===== src/rtl/hof_pkg.sv =====
// Shared types and constants of the Hampel outlier filter.
`timescale 1ns / 1ps
package hof_pkg;

    localparam int HW_W         = 4;
    localparam int THR_W        = 12;
    localparam int RUN_LENGTH_W = 16;
    localparam int REG_IDX_W    = 2;
    localparam int PADDR_W      = 4;
    localparam int PDATA_W      = 32;

    localparam int HALF_WINDOW_MAX = 15;

    localparam int         L_W         = 17;
    localparam logic [16:0] L_Q16      = 17'd97164;
    localparam int         SCALE_SHIFT = 24;

    localparam logic [REG_IDX_W-1:0] REG_HALF_WINDOW = 2'd0;
    localparam logic [REG_IDX_W-1:0] REG_THRESHOLD   = 2'd1;
    localparam logic [REG_IDX_W-1:0] REG_IMPUTE      = 2'd2;

    localparam logic [HW_W-1:0]  HALF_WINDOW_RESET = 4'd3;
    localparam logic [THR_W-1:0] THRESHOLD_RESET   = 12'd768;

    typedef struct packed {
        logic [HW_W-1:0]  half_window;
        logic [THR_W-1:0] threshold_q4_8;
        logic             impute_missing;
    } cfg_t;

    typedef struct packed {
        logic            miss;
        logic            last;
        logic [HW_W-1:0] k;
    } cmd_ctl_t;

endpackage


===== src/rtl/hof_if.sv =====
// Sample and result channel interfaces.
`timescale 1ns / 1ps
interface hof_sample_if #(parameter int SAMPLE_BITS = 24);
    logic                          valid;
    logic                          ready;
    logic signed [SAMPLE_BITS-1:0] sample;
    logic                          sample_missing;
    logic                          column_last;

    modport source (output valid, sample, sample_missing, column_last, input ready);
    modport sink (input valid, sample, sample_missing, column_last, output ready);
endinterface



===== src/rtl/hof_front.sv =====
// Front end: accepts samples, latches the column's half window, queues requests.
`timescale 1ns / 1ps
module hof_front #(
    parameter int SAMPLE_BITS = 24,
    parameter int K_LIMIT     = 15
) (
    input  logic                          clk,
    input  logic                          rst_n,
    hof_sample_if.sink                    samples,
    input  logic [hof_pkg::HW_W-1:0]      half_window,
    output logic                          cmd_valid,
    output hof_pkg::cmd_ctl_t             cmd_ctl,
    output logic signed [SAMPLE_BITS-1:0] cmd_sample,
    input  logic                          cmd_pop
);
    import hof_pkg::*;

    localparam int DEPTH = 2;

    cmd_ctl_t                      ctl_reg [DEPTH];
    logic signed [SAMPLE_BITS-1:0] sample_reg [DEPTH];
    logic                          wr_ptr_reg, wr_ptr_next;
    logic                          rd_ptr_reg, rd_ptr_next;
    logic [1:0]                    count_reg, count_next;
    logic                          col_open_reg, col_open_next;
    logic [HW_W-1:0]               k_col_reg, k_col_next;
    logic [HW_W-1:0]               k_cap;
    logic                          push;
    cmd_ctl_t                      push_ctl;

    assign k_cap = (int'(half_window) > K_LIMIT) ? HW_W'(K_LIMIT) : half_window;

    assign samples.ready = (count_reg != 2'(DEPTH));
    assign push          = samples.valid && samples.ready;
    assign cmd_valid     = (count_reg != 2'd0);
    assign cmd_ctl       = ctl_reg[rd_ptr_reg];
    assign cmd_sample    = sample_reg[rd_ptr_reg];

    always_comb
    begin
        push_ctl.miss = samples.sample_missing;
        push_ctl.last = samples.column_last;
        push_ctl.k    = col_open_reg ? k_col_reg : k_cap;
        k_col_next    = k_col_reg;
        col_open_next = col_open_reg;
        wr_ptr_next   = wr_ptr_reg;
        rd_ptr_next   = rd_ptr_reg;
        count_next    = count_reg;
        if (push)
        begin
            k_col_next    = push_ctl.k;
            col_open_next = !samples.column_last;
            wr_ptr_next   = !wr_ptr_reg;
        end
        if (cmd_pop)
        begin
            rd_ptr_next = !rd_ptr_reg;
        end
        count_next = count_reg + 2'(push) - 2'(cmd_pop);
    end

    always_ff @(posedge clk)
    begin
        if (push)
        begin
            ctl_reg[wr_ptr_reg]    <= push_ctl;
            sample_reg[wr_ptr_reg] <= samples.sample;
        end
    end

    always_ff @(posedge clk or negedge rst_n)
    begin
        if (!rst_n)
        begin
            wr_ptr_reg   <= 1'b0;
            rd_ptr_reg   <= 1'b0;
            count_reg    <= 2'd0;
            col_open_reg <= 1'b0;
            k_col_reg    <= '0;
        end
        else
        begin
            wr_ptr_reg   <= wr_ptr_next;
            rd_ptr_reg   <= rd_ptr_next;
            count_reg    <= count_next;
            col_open_reg <= col_open_next;
            k_col_reg    <= k_col_next;
        end
    end

endmodule


===== src/flat_wrapper.sv =====
// flat-port wrapper written by rule: the top's interface ports become plain ports
module hof_front_flat import hof_pkg::*;
#(
    parameter int SAMPLE_BITS = 24,
    parameter int K_LIMIT     = 15
)
  (clk, rst_n, half_window, cmd_valid, cmd_ctl, cmd_sample, cmd_pop, samples_valid, samples_sample, samples_sample_missing, samples_column_last, samples_ready);
  hof_sample_if #(.SAMPLE_BITS(SAMPLE_BITS)) samples_i ();
  input  logic clk;
  input  logic rst_n;
  input  logic [hof_pkg::HW_W-1:0] half_window;
  output logic cmd_valid;
  output hof_pkg::cmd_ctl_t cmd_ctl;
  output logic signed [SAMPLE_BITS-1:0] cmd_sample;
  input  logic cmd_pop;
  input wire logic [$bits(samples_i.valid)-1:0] samples_valid;
  input wire logic [$bits(samples_i.sample)-1:0] samples_sample;
  input wire logic [$bits(samples_i.sample_missing)-1:0] samples_sample_missing;
  input wire logic [$bits(samples_i.column_last)-1:0] samples_column_last;
  output wire logic [$bits(samples_i.ready)-1:0] samples_ready;
  assign samples_i.valid = samples_valid;
  assign samples_i.sample = samples_sample;
  assign samples_i.sample_missing = samples_sample_missing;
  assign samples_i.column_last = samples_column_last;
  assign samples_ready = samples_i.ready;
  hof_front #(.SAMPLE_BITS(SAMPLE_BITS), .K_LIMIT(K_LIMIT)) u_core (.clk(clk), .rst_n(rst_n), .samples(samples_i), .half_window(half_window), .cmd_valid(cmd_valid), .cmd_ctl(cmd_ctl), .cmd_sample(cmd_sample), .cmd_pop(cmd_pop));
endmodule

===== config.mk =====
export PLATFORM = sky130hd
export DESIGN_NAME = hof_front_flat
export DESIGN_NICKNAME = d
export VERILOG_FILES = /design/src/rtl/hof_pkg.sv /design/src/rtl/hof_if.sv /design/src/rtl/hof_front.sv /design/src/flat_wrapper.sv
export SDC_FILE = /design/constraint.sdc
export NUM_CORES = 1
export LEC_CHECK = 0
export BUFFER_PORTS_ARGS = -buffer_cell sky130_fd_sc_hd__buf_2
export CAP_MARGIN = 30
export CORE_AREA = 5 5 100 102
export CTS_CLUSTER_SIZE = 40
export DETAILED_ROUTE_END_ITERATION = 8
export DIE_AREA = 0 0 105 107
export PLACE_DENSITY = 0.61
export SETUP_SLACK_MARGIN = 0.02
export SLEW_MARGIN = 0
export SYNTH_ARGS = -nofsm -noshare
export SYNTH_HDL_FRONTEND = slang
export SYNTH_SLANG_ARGS = --single-unit

===== constraint.sdc =====
create_clock -name clk -period 2.25 [get_ports clk]
set_input_delay 0.225 -clock clk [delete_from_list [all_inputs] [get_ports clk]]
set_output_delay 0.225 -clock clk [all_outputs]
set_load 0.005 [all_outputs]

==> results.md <==
- Outcome: finished, final reports clean
- Hold Crit Start: samples_sample[1]
- Ant diodes: 0
- Final #Nets: roughly 240
- Max reg flops: 48
- Pint: slightly above 3 mW
- Logic pwr share: ~30%
- Post-Syn Area: roughly 0.0026 mm2
- Root buffer cell: clkbuf_8
- Hold_ws: between 0.07 and 0.08 ns
- Syn_nets: 162
- Post-layout min period: 1.803 ns
- First-pass GRT wire length: about 7.7 mm
- Number of vias per cell: between 4 and 5
- Register-to-register setup slack: 0.60 ns
- Ports: 66
- Final setup TNS: 0 ns
- Setup repair bufs after CTS: 0
- Final hold vios: 0
- Crit path launch type: register
- Part of the Yosys area used for sequential elements: 77.25%
- Syn Inst Count: roughly 130
- Routed length per instance: approximately 16 um
- PortBufs: 65
- Initial antenna violation count: 1
- Slew Limit Headroom: between 70% and 80%
- Drt first pass iters: 3
- Max cap viols: 0
- Hold EP: u_core.sample_reg[1][1]$_DFFE_PP_
- Starting density of the core: approximately 29%
- Routability cong.: roughly 0.65
- Detailed Place HPWL: 3.375 mm
- Worst vdd ir: around 450 uV
- RSZ-0062 raised after global routing: no
- Vias in the first global route: 1,500
- Die width: roughly 110 um
- Largest net degree at the start of global routing: 32
- P&R area growth vs syn: 27.75%
- Final setup viols: 0
- Cell accounting for the most synthesized area: edfxtp_1
- CTS sink cnt: roughly 70
- P per Cell Area: 1287 mW/mm2
- Top_reg_cell synth: edfxtp_1
- Actual slew at the worst max-slew pin: 0.4423 ns
- CP Capture Type: output pin
- Reg power frac: 44.6%
- Site Rows: 35
- Clock power frac: around 25%
- Share of cells above drive strength 1: 60.29%
- Commonest cells after routing, fill and taps aside: buf_2, edfxtp_1, mux2_2, clkbuf_8, dfrtp_1
- CTS tree: built
- Setup WS post-layout: 0.4469 ns
- Sw power: 1.197 mW
- CP Data Required Time: ~2.0 ns
- Post-synth top area share: approximately 70%
- Clk_lat worst skew: ~0.34 ns
- CP arrival: between 1.5 and 2 ns
- Synth Register Bits: roughly 70
- R2R Path End: u_core.sample_reg[0][15]$_DFFE_PP_
- FF-to-FF path depth: 4
- Tcrit/Tclk final: around 80%
- Total grt overflow: 0
- Total Routing Usage GR: 9.100%
- Worst slack, placed: around 0.6 ns
- LEAKAGE: between 1 and 1.5 nW
- Vert. Die Dim: around 110 um
- Initial drt markers: 18
- Worst min path class: input port to register
- F_max: between 500 and 600 MHz
- Skew final: around 0.0062 ns
- TritonCTS Buffers: 9
- CTS Buffer Depth: 2
- Worst Hold Path Cells: 1
- Worst Path Max Fanout: 31
- Yosys cell types: 19
- Post-cts sizing count: 0
- Most common cell after layout, fill and taps aside: buf_2
- DR vias: around 1,400
- Residual DRC count: 0
- Core Util, Final: 37.16%
- Routed Antenna Nets: 0
- Switching Share: roughly 28%
- Clock Pin Slew Worst Setup and Hold Paths: roughly 0.08 ns
- Post-synth EDFFs: 60
- Die ar.: between 0.01 and 0.015 mm2
- CP Class: register to output pin
- Core ar.: about 0.009 mm2
- Reg-to-reg startpoint: u_core.count_reg[0]$_DFF_PN0_
- Routed WL: 5.037 mm
- Max-slew violation count: 0
- Synthesized area per cell: around 21 um2
- Top cells by area, synth: edfxtp_1, mux2_2, dfrtp_1
- Max H-tree Level: 3
- Yosys warnings: 0
- Cts hold-fix bufs: 1
- Async set-reset flop share out of synthesis: 13.04%
cell type report:
cell class                      count  area [um2]
Fill cell                         871        5669
Sequential cell                    69        2027
Multi-Input combinational cell     54       585.6
Timing Repair Buffer               69       382.9
Tap cell                          111       138.9
Clock buffer                        9       123.9
Clock inverter                      7       90.09
Inverter                            1       3.754
how the worst max path moves through the flow:
stage | from | end | slack [ns]
global placement | u_core.count_reg[0]$_DFF_PN0_ | u_core.ctl_reg[0][5]$_DFFE_PP_ | 0.64
finish | u_core.rd_ptr_reg$_DFFE_PN0P_ | cmd_sample[23] | 0.45
global route | u_core.rd_ptr_reg$_DFFE_PN0P_ | cmd_ctl[4] | 0.34
detailed placement | u_core.count_reg[1]$_DFF_PN0_ | u_core.ctl_reg[0][5]$_DFFE_PP_ | 0.58
CTS | u_core.rd_ptr_reg$_DFFE_PN0P_ | cmd_ctl[4] | 0.38
floorplan | u_core.count_reg[1]$_DFF_PN0_ | u_core.ctl_reg[0][0]$_DFFE_PP_ | 0.40
cell usage after synthesis (2+ instances only):
cell and number:
edfxtp_1 60, mux2_2 34, dfrtp_1 9, mux2_4 4, buf_2 3, nand2_1 2
xnor2_1 2, xor2_1 2
per-stage QoR:
step | cells | total power [mW] | area [um2]
after floorplan | 127 | 2.735 | 2626
after global placement | 303 | 3.269 | 3128
after detailed placement | 303 | 3.296 | 3128
after CTS | 320 | 4.408 | 3352
after global routing | 320 | 4.574 | 3352
final | 320 | 4.314 | 3352
layer usage:
metal | GRT usage [%] | part of all wire, %
met1 | 10.53 | 43
met2 | 14.16 | 48
met3 | 4.515 | 7.2
met4 | 4.110 | 1.0
met5 | 0 | 0.26
worst max-delay path, cell delays in order (launching register included):
cell and delay (ns):
dfrtp_1 0.33, buf_4 0.38, mux2_2 0.40, buf_2 0.13
power groups by stage:
stage / logic [mW] / clock network [mW] / registers [mW]
floorplan: 0.815 / 0 / 1.92
global placement: 1.33 / 0 / 1.94
detailed placement: 1.34 / 0 / 1.95
CTS: 1.35 / 1.13 / 1.93
global route: 1.44 / 1.18 / 1.96
finish: 1.30 / 1.09 / 1.92
logic make-up after synthesis:
group / count (synthesis) / share of synthesized area (%)
simple gates: 8 / 2.528
flops: 69 / 77.25
buf+inv: 4 / 0.7150
mux: 39 / 17.26
compound gates: 2 / 0.4292
xor+xnor: 4 / 1.335
fa+ha+maj: 1 / 0.4768
No activity file was read; power rests on OpenSTA's default activity.
