File: config.mk
export PLATFORM = sky130hd
export DESIGN_NAME = hof_cfg
export DESIGN_NICKNAME = d
export VERILOG_FILES = /design/src/rtl/hof_pkg.sv /design/src/rtl/hof_cfg.sv
export SDC_FILE = /design/constraint.sdc
export NUM_CORES = 1
export LEC_CHECK = 0
export ABC_CLOCK_PERIOD_IN_PS = 1700
export BUFFER_PORTS_ARGS = -buffer_cell sky130_fd_sc_hd__buf_2
export CAP_MARGIN = 15
export CORE_ASPECT_RATIO = 0.5
export CORE_MARGIN = 5
export CORE_UTILIZATION = 26
export CTS_BUF_LIST = sky130_fd_sc_hd__clkbuf_4
export DETAILED_ROUTE_END_ITERATION = 6
export SYNTH_ARGS = -nofsm -noshare
export SYNTH_HDL_FRONTEND = slang
export SYNTH_SLANG_ARGS = --single-unit
File: constraint.sdc
create_clock -name clk -period 1.7 [get_ports clk]
set_input_delay 0.255 -clock clk [delete_from_list [all_inputs] [get_ports clk]]
set_output_delay 0.255 -clock clk [all_outputs]
set_load 0.03 [all_outputs]
File: src/rtl/hof_pkg.sv
// Shared types and constants of the Hampel outlier filter.
`timescale 1ns / 1ps
package hof_pkg;

    localparam int HW_W         = 4;
    localparam int THR_W        = 12;
    localparam int RUN_LENGTH_W = 16;
    localparam int REG_IDX_W    = 2;
    localparam int PADDR_W      = 4;
    localparam int PDATA_W      = 32;

    localparam int HALF_WINDOW_MAX = 15;

    localparam int         L_W         = 17;
    localparam logic [16:0] L_Q16      = 17'd97164;
    localparam int         SCALE_SHIFT = 24;

    localparam logic [REG_IDX_W-1:0] REG_HALF_WINDOW = 2'd0;
    localparam logic [REG_IDX_W-1:0] REG_THRESHOLD   = 2'd1;
    localparam logic [REG_IDX_W-1:0] REG_IMPUTE      = 2'd2;

    localparam logic [HW_W-1:0]  HALF_WINDOW_RESET = 4'd3;
    localparam logic [THR_W-1:0] THRESHOLD_RESET   = 12'd768;

    typedef struct packed {
        logic [HW_W-1:0]  half_window;
        logic [THR_W-1:0] threshold_q4_8;
        logic             impute_missing;
    } cfg_t;

    typedef struct packed {
        logic            miss;
        logic            last;
        logic [HW_W-1:0] k;
    } cmd_ctl_t;

endpackage

File: src/rtl/hof_cfg.sv
// APB register file of the Hampel outlier filter.
`timescale 1ns / 1ps
module hof_cfg (
    input  logic                          clk,
    input  logic                          rst_n,
    input  logic                          psel,
    input  logic                          penable,
    input  logic                          pwrite,
    input  logic [hof_pkg::PADDR_W-1:0]   paddr,
    input  logic [hof_pkg::PDATA_W-1:0]   pwdata,
    output logic [hof_pkg::PDATA_W-1:0]   prdata,
    output logic                          pready,
    output hof_pkg::cfg_t                 cfg
);
    import hof_pkg::*;

    cfg_t                 cfg_reg;
    cfg_t                 cfg_next;
    logic [REG_IDX_W-1:0] idx;

    assign idx    = paddr[PADDR_W-1:2];
    assign pready = 1'b1;
    assign cfg    = cfg_reg;

    always_comb
    begin
        cfg_next = cfg_reg;
        if (psel && penable && pwrite)
        begin
            unique case (idx)
                REG_HALF_WINDOW: cfg_next.half_window    = pwdata[HW_W-1:0];
                REG_THRESHOLD:   cfg_next.threshold_q4_8 = pwdata[THR_W-1:0];
                REG_IMPUTE:      cfg_next.impute_missing = pwdata[0];
                default:         cfg_next = cfg_reg;
            endcase
        end
    end

    always_comb
    begin
        unique case (idx)
            REG_HALF_WINDOW: prdata = PDATA_W'(cfg_reg.half_window);
            REG_THRESHOLD:   prdata = PDATA_W'(cfg_reg.threshold_q4_8);
            REG_IMPUTE:      prdata = PDATA_W'(cfg_reg.impute_missing);
            default:         prdata = '0;
        endcase
    end

    always_ff @(posedge clk or negedge rst_n)
    begin
        if (!rst_n)
        begin
            cfg_reg.half_window    <= HALF_WINDOW_RESET;
            cfg_reg.threshold_q4_8 <= THRESHOLD_RESET;
            cfg_reg.impute_missing <= 1'b0;
        end
        else
        begin
            cfg_reg <= cfg_next;
        end
    end

endmodule

==> impl_results.md, run 1 <==
- Status: complete, no violations
- TritonCTS buffer count: 3
- Core box area: 3530 um^2
- Die height: 53.4 um
- TritonCTS clock tree: yes
- Final Slew Violations: 0
- Final Cycle Share: 87.8%
- IO Count: 91
- Clk_lat worst skew: 0.28 ns
- Synth top area share: 33.3%
- Number of flops mapped to enable cells by yosys: 0
- Antenna violations before repair: 0
- Post-synthesis cell type count: 18
- Async SR Flop Fraction: 100%
- Area of the multi-input gates: 437 um^2
- Share of layout cells above drive strength 1: 51.1%
- Post-Syn Area per Cell: 11.9 um^2
- Vias in the first global route: 629
- Gp weighted congestion: 0.696
- FP Rows: 15
- Initial DRC count: 27
- DIE AREA: 5160 um^2
- Setup TNS: 0 ns
- Routed Antenna Nets: 0
- Final wirelength: 2.02 mm
- Cells after Synth: 82
- Post-synthesis sequential element count: 17
- Hold Path Class: in -> reg
- Final Hold Fails: 0
- CTS clk-pin slew, worst paths: 0.10 ns
- FILL cells: 360
- Residual DRC count: 0
- Initial DRT Pass Iterations: 3
- CP arrival: 1.24 ns
- Yosys warnings: 0
- Primary FF master, synth: dfrtp_1
- Fin crit period: 1.49 ns
- Sequential area share after synthesis: 44.0%
- First-pass GRT wire length: 2.99 mm
- Netlist Area Pre-Place: 977 um^2
- Fmax achieved: 670 MHz
- DR vias/cell: 3.75
- Via Count: 682
- Area Growth Syn to Fin: 26.2%
- Sink Count: 17
- Critical Path RT: 1.44 ns
- Pleak: 0.000650 uW
- CP startpoint kind: flip-flop
- Sequential cell area: 430 um^2
- Initial core utilization: 27.7%
- Htree depth: 1
- Max-Cap Viols: 0
- DIE WIDTH: 96.7 um
- Most common cell in the synthesized netlist: buf_4
- Crit. End Element: output port
- Endpoints failing setup: 0
- Antenna diodes: 0
- Critical path peak fanout: 3
- Final nets: 173
- Largest net degree at the start of global routing: 18
- PnR worst setup slack: 0.208 ns
- Clk_skew: 0 ns
- RSZ-0062 raised after global routing: no
- Clock Tree Root: clkbuf_4
- Cell accounting for the most synthesized area: dfrtp_1
- Max reg flops: 17
- Critical path class: reg -> out
- Post-synth top cells: 22 x buf_4, 13 x dfrtp_1, 10 x mux2_1
- GR Util All Layers: 7.39%
- VDD IR max: 0.247 mV
- Total power: 1400 uW
- Area contributors post-synth: dfrtp_1 33%, buf_4 17%, mux2_1 12%
- Longest Clk Path Bufs: 2
- Wirelength per Cell: 11.1 um
- Port Buf Inserts: 47
- Total grt overflow: 0
- Power per cell area: 1140 nW/um^2
- Post-Place Worst Slack: 0.298 ns
## area by class of cell
cell class,count,area share (%)
Sequential cell,17,34.9
Clock inverter,1,0.609
Timing Repair Buffer,50,22.1
Multi-Input combinational cell,60,35.4
Clock buffer,3,1.83
Tap cell,51,5.17
## through the flow
step	util [%]	std cells	instance area, um^2	hold WS [ns]
detailed placement	33.8	177	1190	0.200
CTS	35.0	182	1230	0.153
global placement	33.8	177	1190	0.200
global route	35.0	182	1230	0.142
finish	35.0	182	1230	0.172
floorplan	-	101	1050	-0.0406
## cells in the final DEF (no fill, tap or decap), types with 3 or more instances in the layout
cell | synthesis | layout
buf_2 | 1 | 47
mux2i_1 | 4 | 4
clkbuf_4 | 0 | 3
nor2_1 | 3 | 3
dfstp_2 | 4 | 4
dfrtp_1 | 13 | 13
and2_1 | 8 | 8
mux2_2 | 7 | 7
conb_1 | 2 | 21
mux2_1 | 10 | 10
## worst max-delay path: stages (launching register included)
cell and delay (ns):
dfstp_2 0.55, mux2i_1 0.06, o21ai_0 0.13, buf_2 0.21
## path summary, 6_finish.rpt
kind	slack (ns)	cells past startpoint	end	start
setup / recovery	0.21	3	prdata[0]	cfg[13]$_DFFE_PN1P_
hold / removal	0.17	2	cfg[12]$_DFFE_PN0P_	pwdata[11]
setup reg to reg	0.90	1	cfg[1]$_DFFE_PN0P_	cfg[1]$_DFFE_PN0P_
hold reg to reg	0.51	1	cfg[11]$_DFFE_PN0P_	cfg[11]$_DFFE_PN0P_
max in group asynchronous	0.95	2	cfg[10]$_DFFE_PN1P_	rst_n
min in group asynchronous	0.43	2	cfg[16]$_DFFE_PN0P_	rst_n
## where the power goes
part           switching (uW)  total [uW]  internal [uW]
registers                56.0         570            514
clock network             128         217           89.4
logic                     432         617            184
total                     616        1400            788
## per-layer routing
metal  share of wire (%)  global-route usage, %  up-vias
li1                    -                      -      332
met1                  35                   7.34      322
met2                  57                   14.8       26
met3                 7.0                   2.37        2
met4                0.94                   2.80        0
met5                   0                      0        -
## repair_timing
action | CTS | global route
hold buffers | 1 | 0
buffers inserted | 0 | 0
gates resized for setup | 0 | 0
hold endpoints to repair | 13 | 0
## cell families (layout without fill, tap and decap cells)
family	Yosys count	after routing	share of synthesized area (%)
other cells	2	21	0.769
flops	17	17	44.0
mux	21	21	23.7
buf+inv	24	54	18.6
compound gates	1	1	0.512
simple gates	17	17	12.4
Power figures use the tool's default switching activity.
==> run 2, diff against run 1 <==
--- a/config.mk
+++ b/config.mk
@@ -5,7 +5,7 @@
 export SDC_FILE = /design/constraint.sdc
 export NUM_CORES = 1
 export LEC_CHECK = 0
-export ABC_CLOCK_PERIOD_IN_PS = 1700
+export ABC_CLOCK_PERIOD_IN_PS = 1900
 export BUFFER_PORTS_ARGS = -buffer_cell sky130_fd_sc_hd__buf_2
 export CAP_MARGIN = 15
 export CORE_ASPECT_RATIO = 0.5
==> constraint.sdc (replaced) <==
create_clock -name clk -period 1.9 [get_ports clk]
set_input_delay 0.285 -clock clk [delete_from_list [all_inputs] [get_ports clk]]
set_output_delay 0.285 -clock clk [all_outputs]
set_load 0.03 [all_outputs]
==> impl_results.md, run 2 (synthesis gave the netlist of run 1 again) <==
- Share of layout cells above drive strength 1: 51.1% (unchanged)
- Sequential cell area: 430 um^2 (unchanged)
- Most common cell after layout, fill and taps aside: buf_2 (unchanged)
- Area of the multi-input gates: 437 um^2 (unchanged)
- Antenna diodes: 0 (unchanged)
- Via Count: 701 (was 682)
- Routed Antenna Nets: 0 (unchanged)
- Reg2reg start: cfg[1]$_DFFE_PN0P_ (unchanged)
- DR vias/cell: 3.85 (was 3.75)
- Sink Count: 17 (unchanged)
- Crit. End Element: output port (unchanged)
- Critical path peak fanout: 3 (unchanged)
- Fin crit period: 1.53 ns
- Final Hold Fails: 0 (unchanged)
- Power per cell area: 1030 nW/um^2 (was 1140 nW/um^2)
- Initial DRT Pass Iterations: 3 (unchanged)
- Status: complete, no violations (unchanged)
- Hold Path Class: in -> reg (unchanged)
- Longest Clk Path Bufs: 2 (unchanged)
- First-pass GRT wire length: 3.08 mm (was 2.99 mm)
- Clock Tree Root: clkbuf_4 (unchanged)
- Fmax achieved: 653 MHz
- Reg2reg path depth: 1 (unchanged)
- GR Util All Layers: 7.57% (was 7.39%)
- Residual DRC count: 0 (unchanged)
- Hold worst-path end: cfg[12]$_DFFE_PN0P_ (unchanged)
- Final nets: 173 (unchanged)
- Critical Path RT: 1.62 ns (was 1.44 ns)
- FILL cells: 370 (was 360)
- Total grt overflow: 0 (unchanged)
- Wirelength per Cell: 11.2 um (was 11.1 um)
- Largest net degree at the start of global routing: 18 (unchanged)
- CP startpoint kind: flip-flop (unchanged)
- Hold depth: 2 (unchanged)
- Worst hold slack: 0.205 ns (was 0.172 ns)
- Postcts setup bufs: 0 (unchanged)
- Pleak: 0.000651 uW (was 0.000650 uW)
- Critical path class: reg -> out (unchanged)
- Clk_skew: 0 ns (unchanged)
- Initial DRC count: 37 (was 27)
- CTS clk-pin slew, worst paths: 0.10 ns (about the same)
- FF-to-FF End: cfg[1]$_DFFE_PN0P_ (unchanged)
- Clk_lat worst skew: 0.28 ns (about the same)
- TritonCTS buffer count: 3 (unchanged)
- DIE WIDTH: 96.7 um (unchanged)
- Initial core utilization: 27.7% (unchanged)
- Post-Place Worst Slack: 0.458 ns (was 0.298 ns)
- Final Slew Violations: 0 (unchanged)
- FP Rows: 15 (unchanged)
- Max reg flops: 17 (unchanged)
- TritonCTS clock tree: yes (unchanged)
- PnR worst setup slack: 0.370 ns (was 0.208 ns)
- Hold Startpoint: pwdata[11] (unchanged)
- Final Cycle Share: 80.6%
- CTS hold repair buffers: 1 (unchanged)
- VDD IR max: 0.288 mV (was 0.247 mV)
- Area Growth Syn to Fin: 24.7% (was 26.2%)
- Endpoints failing setup: 0 (unchanged)
- RSZ-0062 raised after global routing: no (unchanged)
- IO Count: 91 (unchanged)
- Vias in the first global route: 660 (was 629)
- Final wirelength: 2.04 mm (was 2.02 mm)
- Htree depth: 1 (unchanged)
- Port Buf Inserts: 47 (unchanged)
- Max-Cap Viols: 0 (unchanged)
- CP arrival: 1.25 ns (was 1.24 ns)
- DIE AREA: 5160 um^2 (unchanged)
- Setup TNS: 0 ns (unchanged)
- R2R setup slack: 1.10 ns (was 0.90 ns)
- Core box area: 3530 um^2 (unchanged)
- Commonest cells after routing, fill and taps aside: 47 x buf_2, 21 x conb_1, 13 x dfrtp_1 (unchanged)
- Die height: 53.4 um (unchanged)
- Resize count post-CTS: 0 (unchanged)
- Antenna violations before repair: 0 (unchanged)
- Gp weighted congestion: 0.695 (was 0.696)
==> run 2: cell count changes in the layout (fill, tap and decap cells not counted) <==
cell        delta
clkinvlp_4     -1
buf_12         -1
clkinv_2       +1
buf_4          +1
==> run 2: critical path, stage by stage, from the launching register on <==
cell	delay, ns
dfstp_2	0.55
mux2i_1	0.06
o21ai_0	0.14
buf_2	0.22
==> run 2: power by group <==
part	internal (uW)	total, uW	leakage [uW]	switching, uW
Sequential	460	511	0.000201	50.8
Combinational	164	551	0.000432	387
Clock	78.1	187	0.0000177	109
==> run 2: final cells by class <==
class | count | area share, %
multi-input cells | 60 | 35.8
flip-flops and latches | 17 | 35.3
well taps | 51 | 5.24
clock buffers | 3 | 1.85
repair buffers | 50 | 21.4
clock inverters | 1 | 0.411
==> run 2: how the worst max path moves through the flow <==
stage	slack (ns)	startpoint	end
floorplan	0.22	cfg[13]$_DFFE_PN1P_	prdata[0]
global placement	0.47	paddr[2]	cfg[6]$_DFFE_PN0P_
detailed placement	0.46	paddr[2]	cfg[5]$_DFFE_PN0P_
CTS	0.34	cfg[13]$_DFFE_PN1P_	prdata[0]
global route	0.28	cfg[13]$_DFFE_PN1P_	prdata[0]
finish	0.37	cfg[13]$_DFFE_PN1P_	prdata[0]
==> run 2: stage by stage <==
stage	instance area [um^2]	cells	total power [uW]	utilization [%]
after CTS	1220	182	1280	34.5
after floorplan	1050	101	944	-
after global routing	1220	182	1320	34.5
final	1220	182	1250	34.5
after detailed placement	1180	177	1080	33.5
after global placement	1180	177	1070	33.5
==> run 2: metal layers <==
layer	global-route usage, %	wire length (um)
met1	7.42	745
met2	15.2	1130
met3	3.03	152
met4	2.10	14
met5	0	0
